`config.mk`:
```
export PLATFORM = sky130hd
export DESIGN_NAME = m3kt_ctrl
export DESIGN_NICKNAME = d
export VERILOG_FILES = /design/src/hdl/m3kt_pkg.sv /design/src/hdl/m3kt_ctrl.sv
export SDC_FILE = /design/constraint.sdc
export NUM_CORES = 1
export LEC_CHECK = 0
export ABC_AREA = 1
export BUFFER_PORTS_ARGS = -buffer_cell sky130_fd_sc_hd__clkbuf_2
export CAP_MARGIN = 20
export CORE_AREA = 4 4 41 43
export CTS_BUF_LIST = sky130_fd_sc_hd__clkbuf_8
export DETAILED_ROUTE_END_ITERATION = 8
export DIE_AREA = 0 0 45 47
export PLACE_DENSITY = 0.69
export SLEW_MARGIN = 20
export SYNTH_ARGS = -nofsm -noshare
export SYNTH_HDL_FRONTEND = slang
export SYNTH_SLANG_ARGS = --single-unit
```
`constraint.sdc`:
```
create_clock -name clk -period 1 [get_ports clk]
set_input_delay 0.1 -clock clk [delete_from_list [all_inputs] [get_ports clk]]
set_output_delay 0.1 -clock clk [all_outputs]
set_load 0.05 [all_outputs]
```
`src/hdl/m3kt_pkg.sv`:
```
// Package with shared constants, types and hash helpers for the key table.
package m3kt_pkg;

  localparam int TableSlots = 1024;
  localparam int KeyBytes = 16;
  localparam int SlotBits = $clog2(TableSlots);
  localparam int CountBits = $clog2(TableSlots + 1);
  localparam int EntryWidth = 64 + 56 + 32 + 1;

  localparam logic [2:0] StOk = 3'd0;
  localparam logic [2:0] StNotFound = 3'd1;
  localparam logic [2:0] StDuplicate = 3'd2;
  localparam logic [2:0] StFull = 3'd3;
  localparam logic [2:0] StTooLong = 3'd4;

  localparam logic OpInsert = 1'b0;

  localparam logic [31:0] C1 = 32'hcc9e2d51;
  localparam logic [31:0] C2 = 32'h1b873593;
  localparam logic [31:0] C3 = 32'he6546b64;
  localparam logic [31:0] F1 = 32'h85ebca6b;
  localparam logic [31:0] F2 = 32'hc2b2ae35;

  typedef enum logic [3:0] {
    S_IDLE, S_CLEAR, S_LOAD, S_HMUL1, S_HMUL2, S_HMIX, S_FMUL1, S_FMUL2,
    S_READ, S_WAIT, S_CHECK, S_DONE
  } state_t;

  typedef struct packed {
    logic clear_step;
    logic load;
    logic hmul1;
    logic hmul2;
    logic hmix;
    logic fmul1;
    logic fmul2;
    logic write;
    logic advance;
    logic finish;
    logic [2:0] fin_status;
    logic fin_found;
  } cmd_t;

  typedef struct packed {
    logic clear_last;
    logic too_long;
    logic is_insert;
    logic table_full;
    logic last_block;
    logic has_tail;
    logic slot_used;
    logic key_match;
    logic probed_all;
    logic out_busy;
  } stat_t;

endpackage

```
`src/hdl/m3kt_ctrl.sv`:
```
// Controller state machine sequencing clearing, hashing and probing.
module m3kt_ctrl (
  input  logic            clk,
  input  logic            rst,
  input  logic            in_valid,
  output logic            in_ready,
  input  m3kt_pkg::stat_t stat,
  output m3kt_pkg::cmd_t  cmd
);
  m3kt_pkg::state_t state, state_next;

  always_ff @(posedge clk) begin
    if (rst) begin
      state <= m3kt_pkg::S_CLEAR;
    end else begin
      state <= state_next;
    end
  end

  always_comb begin
    state_next = state;
    cmd = '0;
    in_ready = 1'b0;
    case (state)
      m3kt_pkg::S_CLEAR: begin
        cmd.clear_step = 1'b1;
        if (stat.clear_last) state_next = m3kt_pkg::S_IDLE;
      end
      m3kt_pkg::S_IDLE: begin
        in_ready = !stat.out_busy;
        if (in_valid && !stat.out_busy) begin
          cmd.load = 1'b1;
          state_next = m3kt_pkg::S_LOAD;
        end
      end
      m3kt_pkg::S_LOAD: begin
        if (stat.too_long) begin
          cmd.finish = 1'b1;
          cmd.fin_status = m3kt_pkg::StTooLong;
          state_next = m3kt_pkg::S_IDLE;
        end else if (stat.last_block && !stat.has_tail) begin
          state_next = m3kt_pkg::S_FMUL1;
          cmd.hmix = 1'b1;
        end else begin
          state_next = m3kt_pkg::S_HMUL1;
        end
      end
      m3kt_pkg::S_HMUL1: begin
        cmd.hmul1 = 1'b1;
        state_next = m3kt_pkg::S_HMUL2;
      end
      m3kt_pkg::S_HMUL2: begin
        cmd.hmul2 = 1'b1;
        state_next = m3kt_pkg::S_HMIX;
      end
      m3kt_pkg::S_HMIX: begin
        cmd.hmix = 1'b1;
        if (stat.last_block) state_next = m3kt_pkg::S_FMUL1;
        else state_next = m3kt_pkg::S_HMUL1;
      end
      m3kt_pkg::S_FMUL1: begin
        cmd.fmul1 = 1'b1;
        state_next = m3kt_pkg::S_FMUL2;
      end
      m3kt_pkg::S_FMUL2: begin
        cmd.fmul2 = 1'b1;
        if (stat.is_insert && stat.table_full) begin
          cmd.finish = 1'b1;
          cmd.fin_status = m3kt_pkg::StFull;
          state_next = m3kt_pkg::S_IDLE;
        end else begin
          state_next = m3kt_pkg::S_READ;
        end
      end
      m3kt_pkg::S_READ: begin
        state_next = m3kt_pkg::S_WAIT;
      end
      m3kt_pkg::S_WAIT: begin
        state_next = m3kt_pkg::S_CHECK;
      end
      m3kt_pkg::S_CHECK: begin
        state_next = m3kt_pkg::S_IDLE;
        if (!stat.slot_used) begin
          cmd.finish = 1'b1;
          if (stat.is_insert) begin
            cmd.write = 1'b1;
            cmd.fin_status = m3kt_pkg::StOk;
          end else begin
            cmd.fin_status = m3kt_pkg::StNotFound;
          end
        end else if (stat.key_match) begin
          cmd.finish = 1'b1;
          if (stat.is_insert) begin
            cmd.fin_status = m3kt_pkg::StDuplicate;
          end else begin
            cmd.fin_status = m3kt_pkg::StOk;
            cmd.fin_found = 1'b1;
          end
        end else if (stat.probed_all) begin
          cmd.finish = 1'b1;
          cmd.fin_status = stat.is_insert ? m3kt_pkg::StFull : m3kt_pkg::StNotFound;
        end else begin
          cmd.advance = 1'b1;
          state_next = m3kt_pkg::S_READ;
        end
      end
      default: state_next = m3kt_pkg::S_IDLE;
    endcase
  end
endmodule

```
==> results.toml, run 1 <==
[status]
status = "aborted with a tool error"
stop_stage = "clock tree synthesis"
first-error = "[ERROR DPL-0038] Utilization greater than 100%, impossible to legalize"

[clock_network]
post_cts_hold_buffer_count = 0
postCtsSetupRepairBufs = 8
cts_sinks = 4
tritoncts.num_buffers = 3
cts-root-buf = "sky130_fd_sc_hd__clkbuf_8"
cts-root-to-sink-buffers = 2
cts_resized = 48
htreeDepth = 1

[die]
vertical_die_dimension_um = 47
io_pins = 28
die_width_um = 45
floorplan.initialDensity_pct = 35.10
std_cell_rows = 13

[synth]
synth.avg_cell_area_sq_um = 5.569
synth.cell_area_sq_um = 456.7
ys.warnings.count = 0
synthDistinctLibCells = 24
syn_inst = 82
synth_fp_nets = 95
synth.yosys.seq_area_share_pct = 17.53
yosys_register_bits = 4

[placed_design]
detailedPlacementHpwl_um = 1480
port_buffers = 27
place_congestion = 0.7763
==> per-stage QoR <==
stage                     area [sq um]  TNS (ns)  setup WS [ns]  std cells
after global placement            1037    -3.468        -0.2891        148
after detailed placement          1037    -3.742        -0.3043        148
after floorplan                  645.6    -2.165        -0.4176         82
==> cell usage after synthesis, drive strengths merged <==
master  number  area share, %
nand2       23             21
inv         17             14
nor2        13             14
nand3        6            7.7
dfxtp        4             18
o21ai        4            4.4
a21oi        2            2.2
nand3b       2            3.3
nor3         2            2.2
nor4         2            4.1
a31oi        1            1.4
clkinv       1           0.82
nand4        1            1.4
o21bai       1            1.6
o221ai       1            1.9
o31ai        1            1.6
or2          1            1.4
==> cells by family after synthesis <==
kind of cell / Yosys count / synth area share [%]
DFF: 4 / 17.53
AOI/OAI and AO/OA: 10 / 13.15
and+or+nand+nor: 50 / 54.52
buffers and inverters: 18 / 14.79
==> run 2: changes to the inputs <==
Settings changed: CORE_AREA 4 4 41 43 to 4 4 65 67, CTS_BUF_LIST sky130_fd_sc_hd__clkbuf_8 to not set, DIE_AREA 0 0 45 47 to 0 0 69 71, PLACE_DENSITY 0.69 to not set, PLACE_DENSITY_LB_ADDON set to 0.15.
Clock period 1 ns to 1.3 ns, I/O delays scaled along.
==> results.toml, run 2 <==
[status]
status = "finished with violations"
failing_checks = "setup timing"

[synth]
async_reset_ff_share_pct = 0
synthDominantAreaCellType = "sky130_fd_sc_hd__nand2_1"
synth.cell_area_sq_um = 456.7
ys.warnings.count = 0
synth.yosys.seq_area_share_pct = 17.53
syn_inst = 82
synth.most_common_cell = "sky130_fd_sc_hd__nand2_1"
synth.top_cells.by_area = "sky130_fd_sc_hd__nand2_1, sky130_fd_sc_hd__dfxtp_1, sky130_fd_sc_hd__inv_1"
synth-main-ff-cell = "sky130_fd_sc_hd__dfxtp_1"
synth.avg_cell_area_sq_um = 5.569
synth.top_cells.by_count = "sky130_fd_sc_hd__nand2_1, sky130_fd_sc_hd__inv_1, sky130_fd_sc_hd__nor2_1"
area_fraction_of_the_dominant_cell_type_after_synthesis_pct = 18.08
synthDistinctLibCells = 24
synth-edff-count = 0
yosys_register_bits = 4
synth_fp_nets = 95

[final_layout]
top_regs = "state (4)"
most-common-layout-cells = "sky130_fd_sc_hd__nand2_1, sky130_fd_sc_hd__buf_4, sky130_fd_sc_hd__clkbuf_2, sky130_fd_sc_hd__inv_1, sky130_fd_sc_hd__clkbuf_8"
layout-drive-gt1-share_pct = 60.48
post-route-util_pct = 29.61
mostFrequentLayoutCell = "sky130_fd_sc_hd__nand2_1"
area_growth_syn_to_layout_pct = 135.6
final_cells = 172
fin_nets = 139
num-fill-cells = 421
total_area_of_multi_input_combinational_cells_sq_um = 441.7
registers.top_by_ff_count = "state"
largest_register_ffs = 4
antenna-diode-count = 0
ff_latch_area_sq_um = 90.09

[clock_network]
htreeDepth = 1
cts_sinks = 4
cts-root-to-sink-buffers = 2
cts_tree = "yes"
cts-root-buf = "sky130_fd_sc_hd__clkbuf_8"
tritoncts.num_buffers = 3
path_clk_slew_ns = 0.03
insertion_delay_ns = 0.21

[drt]
num_vias = 655
vias_per_cell = 3.808
wl_met3_um = 123
routed.top_layer = "met4"
remaining_drc_errors = 0
antenna_violating_nets_post_route = 0
detailroute.wirelength.met2_um = 818
dr.pass1.iters = 3
first_iter_violations = 16
route.final.wire_length_um = 1732
drt-met1-wl_um = 775
routed_wire_length_per_instance_um = 10.07

[die]
std_cell_rows = 22
vertical_die_dimension_um = 71
io_pins = 28
floorplan.initialDensity_pct = 12.57
core_area_sq_um = 3633
die_area_sq_um = 4899
die_width_um = 69

[timing]
final.setup.worst_slack_ns = -0.1277
max_slew.worst_pin.slew_ns = 0.3817
setup_viol = 11
number_of_pins_exceeding_their_max_slew_limit_in_the_final_report = 0
final.min_clock_period_ns = 1.428
final_min_period_over_clock_period_pct = 109.8
timing.max_slew.rel_slack_pct = 74.36
fin_worst_hold_slack_ns = 0.1162
clock.fmax_mhz = 700.4
setup_skew_after_layout_ns = 0.0008413
hold_violations = 0
grt_setup_unrepaired = "true"

[setup_path]
rr_startpoint = "state[3]$_SDFFE_PP0P_"
setup.worst_path.end_class = "primary output"
timing_worst_setup_path_type = "flop to primary output"
path_max_fanout = 5
start_kind = "flop"
timing.critical_path.from = "state[3]$_SDFFE_PP0P_"
arrival_ns = 1.30
critical_path_required_ns = 1.17

[global_route]
grt_usage_pct = 7.237
first_global_vias = 681
grt_max_degree = 7
globalRouteOverflowTotal = 0
grt_antenna_before_repair = 0
grt_first_pass_wirelength_um = 2898

[placed_design]
detailedPlacementHpwl_um = 1482
post-place-cells = 167
port_buffers = 27
place_congestion = 0.7654

[power]
peak_supply_drop_uv = 296.2
total_power_mw = 0.7445
power_per_cell_area_nw_per_um2 = 691.9
power_leakage_nw = 0.5234

[min_path]
hp-class = "primary input to flop"
startpoint_of_the_worst_hold_path = "rst"

[flow_run]
max_cap_viol_count = 0
==> run 2: cell counts after synthesis <==
Identical to the previous run, type by type.
==> run 2: final cells by class <==
type                       instances  share of cell area, %
multi-input combinational         60                  41.05
timing repair buffer              39                  34.65
sequential                         4                  8.372
inverter                          18                  6.512
tap                               48                  5.581
clock buffer                       3                  3.837
==> run 2: final timing paths <==
check	end	slack (ns)	cells past startpoint
worst max register to register	state[0]$_SDFFE_PP1P_	0.11	6
worst min-delay path	state[3]$_SDFFE_PP0P_	0.12	2
worst min register to register	state[3]$_SDFFE_PP0P_	0.70	4
worst max-delay path	cmd[1]	-0.13	7
==> run 2: through the flow <==
stage / TNS (ns) / worst slack [ns] / instance area, sq um
floorplan: -0.5967 / -0.1521 / 560.5
global placement: 0 / 0.01538 / 875.8
detailed placement: 0 / 0.02902 / 875.8
CTS: -1.029 / -0.1658 / 1030
global route: -1.545 / -0.2016 / 1076
finish: -0.7041 / -0.1277 / 1076
==> run 2: routing by layer <==
layer  track usage [%]  up-vias
met5                 0        -
met4             2.603        0
met3             2.841        2
met2             11.97       23
met1             8.480      284
li1                  -      346
==> run 2: where the power goes <==
part | switching [mW] | internal, mW | total (mW) | leakage, nW
clock network | 0.0604 | 0.197 | 0.257 | 0.0216
logic | 0.201 | 0.130 | 0.332 | 0.467
registers | 0.0212 | 0.134 | 0.155 | 0.0346
==> run 2: cells by family (layout without fill, tap and decap cells) <==
logic type / after synthesis / in the layout / synth area share (%)
and+or+nand+nor: 50 / 50 / 54.52
AOI/OAI and AO/OA: 10 / 10 / 13.15
DFF: 4 / 4 / 17.53
buffers and inverters: 18 / 60 / 14.79
==> run 2: critical path, stage by stage, from the launching register on <==
cell and delay (ns):
sky130_fd_sc_hd__dfxtp_4 0.38, sky130_fd_sc_hd__inv_4 0.05, sky130_fd_sc_hd__nor2_4 0.10, sky130_fd_sc_hd__nand2_4 0.11
sky130_fd_sc_hd__inv_2 0.09, sky130_fd_sc_hd__o21ai_2 0.07, sky130_fd_sc_hd__o21ai_4 0.14, sky130_fd_sc_hd__buf_12 0.15
==> run 2: repair_timing <==
| action | 4_1_cts | 5_1_grt |
|---|---|---|
| pin swaps | 1 | 3 |
| hold buffers | 0 | 0 |
| endpoints found under the setup margin | 15 | 15 |
| setup buffers | 0 | 2 |
| gates resized for setup | 29 | 15 |
| endpoints found under the hold margin | 0 | 0 |
No activity file was read; power rests on OpenSTA's default activity.
